===== src/hdl/cesd_pkg.sv =====
// ---------------------------------------------------------------------------
// cesd_pkg: shared types, constants and functions
// Types and helper functions for the escape sequence decoder.
// ---------------------------------------------------------------------------
package cesd_pkg;

	localparam logic [7:0] BACKSLASH = 8'h5C;
	localparam logic [7:0] CHAR_X    = 8'h78;
	localparam logic [7:0] CHAR_ZERO = 8'h30;
	localparam logic [7:0] OCT_TOP   = 8'h37;
	localparam logic [7:0] DEC_TOP   = 8'h39;
	localparam logic [1:0] HEX_MAX   = 2'd2;
	localparam logic [1:0] NUM_MAX   = 2'd3;
	localparam int         QUEUE_DEPTH = 2;
	localparam int         QPTR_W    = $clog2(QUEUE_DEPTH);
	localparam int         QCNT_W    = $clog2(QUEUE_DEPTH + 1);

	typedef enum logic [1:0] {
		PH_IDLE,
		PH_ESC,
		PH_HEX,
		PH_NUM
	} phase_t;

	typedef struct packed {
		logic [7:0] out_byte;
		logic       has_byte;
		logic       out_last;
	} result_t;

	// One queue word: the results that one input byte causes.
	typedef struct packed {
		logic    two;
		result_t res0;
		result_t res1;
	} entry_t;

	typedef struct packed {
		logic empty;
		logic full;
	} q_status_t;

	// Returns {valid, value} for an ASCII hex digit of either case.
	function automatic logic [4:0] hex_digit(input logic [7:0] b);
		logic [4:0] r;
		r = 5'd0;
		if (b >= 8'h30 && b <= 8'h39) begin
			r = {1'b1, b[3:0]};
		end else if ((b >= 8'h61 && b <= 8'h66) || (b >= 8'h41 && b <= 8'h46)) begin
			r = {1'b1, b[3:0] + 4'd9};
		end
		return r;
	endfunction

	function automatic logic [7:0] named_code(input logic [7:0] b);
		logic [7:0] r;
		unique case (b)
			8'h65: r = 8'h1B;
			8'h61: r = 8'h07;
			8'h62: r = 8'h08;
			8'h66: r = 8'h0C;
			8'h6E: r = 8'h0A;
			8'h72: r = 8'h0D;
			8'h74: r = 8'h09;
			8'h76: r = 8'h0B;
			default: r = b;
		endcase
		return r;
	endfunction

endpackage


===== src/hdl/cesd_front.sv =====
// ---------------------------------------------------------------------------
// cesd_front: byte classifier and escape state machine
// Accepts raw bytes, tracks the escape state and pushes the results that
// each byte causes as one queue word.
// ---------------------------------------------------------------------------
module cesd_front (
	input  logic               clk,
	input  logic               arst_n,
	input  logic               cfg_we,
	input  logic               cfg_data,
	input  logic               in_valid,
	input  logic [7:0]         in_byte,
	input  logic               in_last,
	input  logic               q_full,
	output logic               in_stall,
	output logic               push,
	output cesd_pkg::entry_t   entry
);
	import cesd_pkg::*;

	phase_t     phase_q, phase_nxt;
	logic [1:0] cnt_q, cnt_nxt;
	logic [7:0] acc_q, acc_nxt;
	logic       octal_mode_q;

	logic       accept;
	logic [4:0] hex_d;
	logic       num_ok;
	logic [2:0] num_d;
	logic [7:0] acc_hex, acc_num;
	logic [1:0] cnt_inc;
	result_t    plain_res;
	logic       plain_emits;

	assign in_stall = q_full;
	assign accept   = in_valid && !in_stall;

	assign hex_d   = hex_digit(in_byte);
	assign num_ok  = (in_byte >= CHAR_ZERO) && (in_byte <= (octal_mode_q ? OCT_TOP : DEC_TOP));
	assign num_d   = in_byte[2:0];
	assign cnt_inc = cnt_q + 2'd1;
	assign acc_hex = {acc_q[3:0], 4'd0} + {4'd0, hex_d[3:0]};
	// Times ten is eight plus two; the bit-3 digit only exists in decimal mode.
	assign acc_num = octal_mode_q ? ({acc_q[4:0], 3'd0} + {5'd0, num_d})
	                              : ({acc_q[4:0], 3'd0} + {acc_q[6:0], 1'b0}
	                                 + {4'd0, in_byte[3:0]});

	// Ordinary handling of a byte; a backslash opens an escape unless it ends the string.
	always_comb begin
		plain_emits = (in_byte != BACKSLASH) || in_last;
		if (in_byte == BACKSLASH) begin
			plain_res = '{out_byte: 8'd0, has_byte: 1'b0, out_last: 1'b1};
		end else begin
			plain_res = '{out_byte: in_byte, has_byte: 1'b1, out_last: in_last};
		end
	end

	always_ff @(posedge clk or negedge arst_n) begin
		if (!arst_n) begin
			octal_mode_q <= 1'b0;
		end else if (cfg_we) begin
			octal_mode_q <= cfg_data;
		end
	end

	always_ff @(posedge clk or negedge arst_n) begin
		if (!arst_n) begin
			phase_q <= PH_IDLE;
			cnt_q   <= 2'd0;
			acc_q   <= 8'd0;
		end else if (accept) begin
			phase_q <= phase_nxt;
			cnt_q   <= cnt_nxt;
			acc_q   <= acc_nxt;
		end
	end

	// Next state.
	always_comb begin
		phase_nxt = PH_IDLE;
		cnt_nxt   = 2'd0;
		acc_nxt   = 8'd0;
		unique case (phase_q)
			PH_IDLE: begin
				if (!plain_emits) phase_nxt = PH_ESC;
			end
			PH_ESC: begin
				if (in_last) begin
					phase_nxt = PH_IDLE;
				end else if (in_byte == CHAR_X) begin
					phase_nxt = PH_HEX;
				end else if (num_ok) begin
					phase_nxt = PH_NUM;
					cnt_nxt   = 2'd1;
					acc_nxt   = {4'd0, in_byte[3:0]};
				end
			end
			PH_HEX: begin
				if (hex_d[4]) begin
					if (!(cnt_inc >= HEX_MAX || in_last)) begin
						phase_nxt = PH_HEX;
						cnt_nxt   = cnt_inc;
						acc_nxt   = acc_hex;
					end
				end else if (!plain_emits) begin
					phase_nxt = PH_ESC;
				end
			end
			PH_NUM: begin
				if (num_ok) begin
					if (!(cnt_inc >= NUM_MAX || in_last)) begin
						phase_nxt = PH_NUM;
						cnt_nxt   = cnt_inc;
						acc_nxt   = acc_num;
					end
				end else if (!plain_emits) begin
					phase_nxt = PH_ESC;
				end
			end
			default: phase_nxt = PH_IDLE;
		endcase
	end

	// Outputs.
	always_comb begin
		logic emit;
		emit       = 1'b0;
		entry.two  = 1'b0;
		entry.res0 = '{out_byte: 8'd0, has_byte: 1'b1, out_last: in_last};
		entry.res1 = plain_res;
		unique case (phase_q)
			PH_IDLE: begin
				emit       = plain_emits;
				entry.res0 = plain_res;
			end
			PH_ESC: begin
				if (in_byte == CHAR_X) begin
					emit = in_last;
				end else if (num_ok) begin
					emit                = in_last;
					entry.res0.out_byte = {4'd0, in_byte[3:0]};
				end else begin
					emit                = 1'b1;
					entry.res0.out_byte = named_code(in_byte);
				end
			end
			PH_HEX, PH_NUM: begin
				if ((phase_q == PH_HEX) ? hex_d[4] : num_ok) begin
					emit = in_last ||
					       ((phase_q == PH_HEX) ? (cnt_inc >= HEX_MAX) : (cnt_inc >= NUM_MAX));
					entry.res0.out_byte = (phase_q == PH_HEX) ? acc_hex : acc_num;
				end else begin
					// The run closes on a non-digit, which is then handled afresh.
					emit                = 1'b1;
					entry.two           = plain_emits;
					entry.res0.out_byte = acc_q;
					entry.res0.out_last = 1'b0;
				end
			end
			default: emit = 1'b0;
		endcase
		push = accept && emit;
	end

	property p_last_returns_idle;
		@(posedge clk) disable iff (!arst_n)
		(accept && in_last) |=> (phase_q == PH_IDLE && cnt_q == 2'd0);
	endproperty
	a_last_returns_idle: assert property (p_last_returns_idle)
		else $error("phase not idle after a last byte");

	property p_last_pushes;
		@(posedge clk) disable iff (!arst_n)
		(accept && in_last) |-> (push && (entry.two ? entry.res1.out_last : entry.res0.out_last));
	endproperty
	a_last_pushes: assert property (p_last_pushes)
		else $error("last byte did not produce a final result");

	property p_count_range;
		@(posedge clk) disable iff (!arst_n)
		(phase_q == PH_HEX) |-> (cnt_q < HEX_MAX);
	endproperty
	a_count_range: assert property (p_count_range)
		else $error("hex run holds too many digits");

endmodule


===== src/hdl/cesd_queue.sv =====
// ---------------------------------------------------------------------------
// cesd_queue: short queue between the front and back parts
// Two-word FIFO of decoded result words.
// ---------------------------------------------------------------------------
module cesd_queue (
	input  logic                 clk,
	input  logic                 arst_n,
	input  logic                 push,
	input  cesd_pkg::entry_t     wr_entry,
	input  logic                 pop,
	output cesd_pkg::entry_t     head,
	output cesd_pkg::q_status_t  status
);
	import cesd_pkg::*;

	entry_t              mem_q [QUEUE_DEPTH];
	logic [QPTR_W-1:0]   wr_ptr_q, rd_ptr_q;
	logic [QCNT_W-1:0]   cnt_q;

	assign status.empty = (cnt_q == QCNT_W'(0));
	assign status.full  = (cnt_q == QCNT_W'(QUEUE_DEPTH));
	assign head         = mem_q[rd_ptr_q];

	always_ff @(posedge clk) begin
		if (push) begin
			mem_q[wr_ptr_q] <= wr_entry;
		end
	end

	always_ff @(posedge clk or negedge arst_n) begin
		if (!arst_n) begin
			wr_ptr_q <= '0;
			rd_ptr_q <= '0;
			cnt_q    <= '0;
		end else begin
			if (push) begin
				wr_ptr_q <= (wr_ptr_q == QPTR_W'(QUEUE_DEPTH - 1)) ? '0 : wr_ptr_q + QPTR_W'(1);
			end
			if (pop) begin
				rd_ptr_q <= (rd_ptr_q == QPTR_W'(QUEUE_DEPTH - 1)) ? '0 : rd_ptr_q + QPTR_W'(1);
			end
			if (push && !pop) begin
				cnt_q <= cnt_q + QCNT_W'(1);
			end else if (pop && !push) begin
				cnt_q <= cnt_q - QCNT_W'(1);
			end
		end
	end

	property p_no_overflow;
		@(posedge clk) disable iff (!arst_n)
		push |-> !status.full;
	endproperty
	a_no_overflow: assert property (p_no_overflow)
		else $error("word written into a full queue");

	property p_no_underflow;
		@(posedge clk) disable iff (!arst_n)
		pop |-> !status.empty;
	endproperty
	a_no_underflow: assert property (p_no_underflow)
		else $error("word read from an empty queue");

	property p_count_bound;
		@(posedge clk) disable iff (!arst_n)
		cnt_q <= QCNT_W'(QUEUE_DEPTH);
	endproperty
	a_count_bound: assert property (p_count_bound)
		else $error("queue fill count out of range");

endmodule


===== src/hdl/cesd_back.sv =====
// ---------------------------------------------------------------------------
// cesd_back: result sequencer and output register
// Takes queue words and presents their results one per cycle unless stalled.
// ---------------------------------------------------------------------------
module cesd_back (
	input  logic                 clk,
	input  logic                 arst_n,
	input  cesd_pkg::entry_t     head,
	input  cesd_pkg::q_status_t  status,
	output logic                 pop,
	input  logic                 out_stall,
	output logic                 out_valid,
	output logic [7:0]           out_byte,
	output logic                 has_byte,
	output logic                 out_last
);
	import cesd_pkg::*;

	logic    out_valid_q;
	result_t out_q;
	logic    second_q;
	logic    load;

	assign load = !out_valid_q || !out_stall;
	// A two-result word stays at the head until its second result is loaded.
	assign pop  = load && !status.empty && (second_q || !head.two);

	always_ff @(posedge clk or negedge arst_n) begin
		if (!arst_n) begin
			out_valid_q <= 1'b0;
			second_q    <= 1'b0;
		end else if (load) begin
			out_valid_q <= !status.empty;
			if (!status.empty) begin
				second_q <= !second_q && head.two;
			end
		end
	end

	always_ff @(posedge clk) begin
		if (load && !status.empty) begin
			out_q <= second_q ? head.res1 : head.res0;
		end
	end

	assign out_valid = out_valid_q;
	assign out_byte  = out_q.out_byte;
	assign has_byte  = out_q.has_byte;
	assign out_last  = out_q.out_last;

	property p_second_has_word;
		@(posedge clk) disable iff (!arst_n)
		second_q |-> (!status.empty && head.two && out_valid_q);
	endproperty
	a_second_has_word: assert property (p_second_has_word)
		else $error("second result pending without its word");

	property p_second_follows;
		@(posedge clk) disable iff (!arst_n)
		(load && !status.empty && !second_q && head.two) |=> second_q;
	endproperty
	a_second_follows: assert property (p_second_follows)
		else $error("second result of a word was skipped");

	property p_pop_clears_second;
		@(posedge clk) disable iff (!arst_n)
		pop |=> !second_q;
	endproperty
	a_pop_clears_second: assert property (p_pop_clears_second)
		else $error("sequencer did not return to the first result");

endmodule


===== src/hdl/c_escape_sequence_decoder.sv =====
// ---------------------------------------------------------------------------
// c_escape_sequence_decoder: C-style backslash escape decoder
// Decodes named, hex and decimal or octal escapes in a byte stream.
// ---------------------------------------------------------------------------
// Input channel: in_valid, in_stall, in_byte, in_last. A word is taken at a
// clock edge with in_valid high and in_stall low; in_last marks the end of a
// string. Output channel: out_valid, out_stall, out_byte, has_byte, out_last,
// one decoded result per word; has_byte low marks an end-only result.
// cfg_we writes cfg_data into the octal mode bit; write it only while idle.
// A byte yields no, one or two results. The front part takes one byte per
// cycle while in_stall is low; the back part delivers one result per cycle
// while out_stall is low, so a byte that closes a hex or numeric run and
// itself yields a result puts two results on the output.
// A result is written into the queue at the accepting edge, and the output
// register loads it from the queue head when the output is not stalled.
// The queue fill sets in_stall: while out_stall is high the output holds
// and the queue absorbs up to two more words before in_stall rises.
// Reset clears the escape state, the queue and the octal mode bit.
// ---------------------------------------------------------------------------
module c_escape_sequence_decoder (
	input  logic       clk,
	input  logic       arst_n,
	input  logic       cfg_we,
	input  logic       cfg_data,
	input  logic       in_valid,
	output logic       in_stall,
	input  logic [7:0] in_byte,
	input  logic       in_last,
	output logic       out_valid,
	input  logic       out_stall,
	output logic [7:0] out_byte,
	output logic       has_byte,
	output logic       out_last
);
	import cesd_pkg::*;

	logic      push, pop;
	entry_t    wr_entry, head;
	q_status_t status;

	cesd_front u_front (
		.clk      (clk),
		.arst_n   (arst_n),
		.cfg_we   (cfg_we),
		.cfg_data (cfg_data),
		.in_valid (in_valid),
		.in_byte  (in_byte),
		.in_last  (in_last),
		.q_full   (status.full),
		.in_stall (in_stall),
		.push     (push),
		.entry    (wr_entry)
	);

	cesd_queue u_queue (
		.clk      (clk),
		.arst_n   (arst_n),
		.push     (push),
		.wr_entry (wr_entry),
		.pop      (pop),
		.head     (head),
		.status   (status)
	);

	cesd_back u_back (
		.clk       (clk),
		.arst_n    (arst_n),
		.head      (head),
		.status    (status),
		.pop       (pop),
		.out_stall (out_stall),
		.out_valid (out_valid),
		.out_byte  (out_byte),
		.has_byte  (has_byte),
		.out_last  (out_last)
	);

endmodule

===== config.mk =====
export PLATFORM = sky130hd
export DESIGN_NAME = c_escape_sequence_decoder
export DESIGN_NICKNAME = d
export VERILOG_FILES = /design/src/hdl/cesd_pkg.sv /design/src/hdl/cesd_front.sv /design/src/hdl/cesd_queue.sv /design/src/hdl/cesd_back.sv /design/src/hdl/c_escape_sequence_decoder.sv
export SDC_FILE = /design/constraint.sdc
export NUM_CORES = 1
export LEC_CHECK = 0
export BUFFER_PORTS_ARGS = -buffer_cell sky130_fd_sc_hd__buf_2
export CORE_UTILIZATION = 50
export CTS_BUF_LIST = sky130_fd_sc_hd__clkbuf_4
export CTS_CLUSTER_SIZE = 24
export DETAILED_ROUTE_END_ITERATION = 6
export PLACE_DENSITY = 0.68
export SYNTH_ARGS = -nofsm -noshare
export SYNTH_HDL_FRONTEND = slang
export SYNTH_SLANG_ARGS = --single-unit

===== constraint.sdc =====
create_clock -name clk -period 4.3 [get_ports clk]
set_input_delay 0.86 -clock clk [delete_from_list [all_inputs] [get_ports clk]]
set_output_delay 0.86 -clock clk [all_outputs]
set_load 0.02 [all_outputs]

==> out/metrics.csv <==
stage,metric,value,unit
logic_synthesis,Ys Warns,0,
logic_synthesis,Netlist Area Pre-Place,4150,sq um
clock_network,CTS tree,built,
final_layout,diodes inserted,0,
clock_network,Setup Buffers After CTS,0,
die,IO Count,27,
die,core area,7890,sq um
die,Die Y,93.1,um
logic_synthesis,synthesized instance count,366,
clock_network,Skew-Pair Late Insertion Delay,0.41,ns
logic_synthesis,"FF+latch count, synth",71,
clock_network,CTS root buf,clkbuf_4,
route,wire length per cell,19.9,um
worst_setup_path,"critical path fanouts, max",22,
timing,worst clock skew,0.0232,ns
worst_setup_path,reg2reg setup slack,1.21,ns
run,max cap viols,0,
worst_setup_path,RR Endpoint,u_queue.mem_q[0][15]$_DFFE_PP_,
route,DRC viols,0,
final_layout,"most common cell after layout, fill and taps aside",edfxtp_1,
route,1st-iter DRT viols,196,
worst_setup_path,CP endpoint kind,flip-flop,
worst_setup_path,FF-to-FF path depth,9,
grt,gr usage total,24.3,%
die,# rows,32,
timing,Final setup viols,0,
final_layout,"Net count, final",420,
worst_setup_path,FF-to-FF Start,u_front.octal_mode_q$_DFFE_PN0P_,
power,Leak Pwr,1.71,nW
final_layout,fill count,660,
timing,max frequency,0.302,GHz
clock_network,clk sinks,71,
timing,final hold vios,0,
timing,final worst path period need,3.31,ns
timing,Final Max Tran Viols,0,
die,Die Area,8660,sq um
grt,initial antenna violation count,0,
logic_synthesis,Mean Syn Cell Area,11.3,sq um
logic_synthesis,Mapped Nets,402,
worst_setup_path,Setup CP Type,primary input to flip-flop,
worst_setup_path,CP required,4.45,ns
timing,pin slew with the least headroom to its limit,0.750,ns
grt,first-pass GRT wire length,16000,um
timing,Worst Slack Setup Final,0.986,ns
logic_synthesis,synth top area cells,"edfxtp_1 (38%), dfrtp_1 (11%), ha_1 (5.7%)",
route,final antenna-violating net count,0,
route,Vias/cell,6.34,
route,drt total wl,9750,um
clock_network,CTS max path bufs,2,
timing,WHS,0.365,ns
place,GPL Wtd Cong,0.986,
die,Initial Util,52.6,%
place,HPWL after DPL,7090,um
logic_synthesis,number of synthesized flops with an enable pin,52,
place,dpl cell area,4360,sq um
place,# port buffers,26,
grt,gr ovfl total,0,
route,drt pass-1 iters,5,
clock_network,CTS H-Tree Depth,3,
die,die width,93.1,um
logic_synthesis,top cell type's share of synthesized area,37.7,%
final_layout,Finished Cell Area,4530,sq um
route,vias,3111,
clock_network,post_cts resized,0,
final_layout,Layout area overhead,9.29,%
worst_hold_path,Worst Hold Class,primary input to async pin,
timing,post-route clock period utilization,77.1,%
timing,Slew HR,50.0,%
power,Max VDD drop,216,uV
logic_synthesis,library cells used by synthesis,69,
grt,vias in the first global route,3027,
power,Power Total,2.45,mW
worst_setup_path,CP startpoint kind,primary input,
timing,final setup TNS,0,ns
clock_network,Num CTS Buffers,9,
logic_synthesis,post-synthesis sequential area ratio,49.1,%
power,power per cell area,541,nW/um^2
timing,RSZ-0062 raised after global routing,false,
final_layout,layout cell share with drive strength beyond 1,16.5,%
logic_synthesis,fraction of registers with async set/reset,26.8,%
logic_synthesis,"area leader, netlist",edfxtp_1,
place,pre-CTS setup slack,0.577,ns
run_status,run status,"complete, no violations",
final_layout,"commonest non-fill, non-tap cells in the layout","edfxtp_1 (52), nand2_1 (33), buf_2 (26)",
clock_network,Worst-path clk slew,0.14,ns
worst_setup_path,CP Data Arrival Time,3.46,ns
grt,largest net degree at the start of global routing,26,
logic_synthesis,ys flop type,edfxtp_1,
clock_network,CTS Hold Bufs,0,
-- cells in the mapped netlist (2+ instances only) --
| master | count |
|---|---|
| a211o_1 | 5 |
| a21o_1 | 3 |
| a221o_1 | 6 |
| nor3b_1 | 4 |
| nand2b_1 | 9 |
| or3_1 | 2 |
| a41oi_1 | 2 |
| o41ai_1 | 2 |
| xor2_1 | 6 |
| a22oi_1 | 3 |
| nor2_1 | 22 |
| o211ai_1 | 4 |
| nor3_1 | 6 |
| dfrtp_1 | 19 |
| nand2_1 | 33 |
| nand3_1 | 9 |
| a32o_1 | 3 |
| clkbuf_1 | 15 |
| o22ai_1 | 3 |
| and2_1 | 2 |
| fa_1 | 2 |
| mux4_2 | 10 |
| xnor2_1 | 5 |
| buf_2 | 7 |
| edfxtp_1 | 52 |
| nor2b_1 | 5 |
| mux2i_1 | 4 |
| a211oi_1 | 7 |
| or2_1 | 2 |
| buf_1 | 2 |
| o21ai_0 | 19 |
| a21oi_1 | 14 |
| a31oi_1 | 2 |
| a2111oi_0 | 2 |
| a21boi_0 | 2 |
| and3_1 | 2 |
| nand3b_1 | 4 |
| ha_1 | 19 |
| inv_1 | 13 |
| nor4_1 | 3 |
| nand4_1 | 4 |
-- worst max-delay path by stage --
stage,endpoint,start,cells after the start,slack [ns]
6_report,u_queue.mem_q[1][18]$_DFFE_PP_,in_byte[3],9,0.99
3_5_place_dp,u_queue.mem_q[1][19]$_DFFE_PP_,in_byte[3],9,0.58
5_1_grt,u_queue.mem_q[0][19]$_DFFE_PP_,in_byte[3],9,0.86
4_1_cts,u_queue.mem_q[1][18]$_DFFE_PP_,in_byte[3],9,1.03
2_1_floorplan,u_queue.mem_q[0][0]$_DFFE_PP_,in_byte[0],9,0.53
3_3_place_gp,u_queue.mem_q[0][18]$_DFFE_PP_,in_byte[3],9,0.63
-- cell type report --
class / count / area, sq um / area share [%]
flip-flops and latches: 71 / 2040 / 44.9
multi-input cells: 258 / 1970 / 43.4
repair buffers: 31 / 180 / 3.98
well taps: 102 / 128 / 2.82
clock inverters: 7 / 103 / 2.26
clock buffers: 9 / 67.6 / 1.49
inverters: 13 / 48.8 / 1.08
-- routing by layer --
metal / wire length, um / vias up / global-route usage (%)
li1: - / 1449 / -
met1: 4300 / 1523 / 31.9
met2: 4730 / 117 / 40.6
met3: 495 / 22 / 3.50
met4: 225 / 0 / 10.0
met5: 0 / - / 0
-- logic make-up after synthesis --
group                      after synthesis  share of synthesized area [%]
adders and majority gates               21                           6.70
buffers and inverters                   37                           3.56
xor gates and xnor gates                11                           2.32
DFF                                     71                           49.1
muxes                                   16                           7.21
AOI/OAI and AO/OA                       93                           16.3
and+or+nand+nor                        117                           14.8
-- stage by stage --
stage / std cells / util, %
after floorplan: 366 / -
after global placement: 475 / 55.3
after detailed placement: 475 / 55.3
after CTS: 491 / 57.5
after global routing: 491 / 57.5
final: 491 / 57.5
-- state kept, by name, indices dropped and copies added, names as in the netlist, 2 cells and up --
signal and cells:
u_front.acc_q 8, u_front.phase_q 2, u_front.cnt_q 2, u_back.out_byte 8, u_queue.mem_q 42, u_queue.cnt_q 2
-- power by group --
| part | leakage [nW] | switching [mW] | internal, mW | total (mW) |
|---|---|---|---|---|
| logic | 0.902 | 0.468 | 0.335 | 0.803 |
| clock network | 0.0875 | 0.253 | 0.243 | 0.496 |
| registers | 0.723 | 0.159 | 0.994 | 1.15 |
-- worst max-delay path: stages --
cell     delay [ns]
buf_2          0.36
fa_1           0.52
fa_1           0.47
a21o_1         0.20
a21oi_1        0.19
xor2_1         0.16
o21ai_0        0.12
o32a_1         0.31
a32o_1         0.29
(Power assumes the default switching activity.)
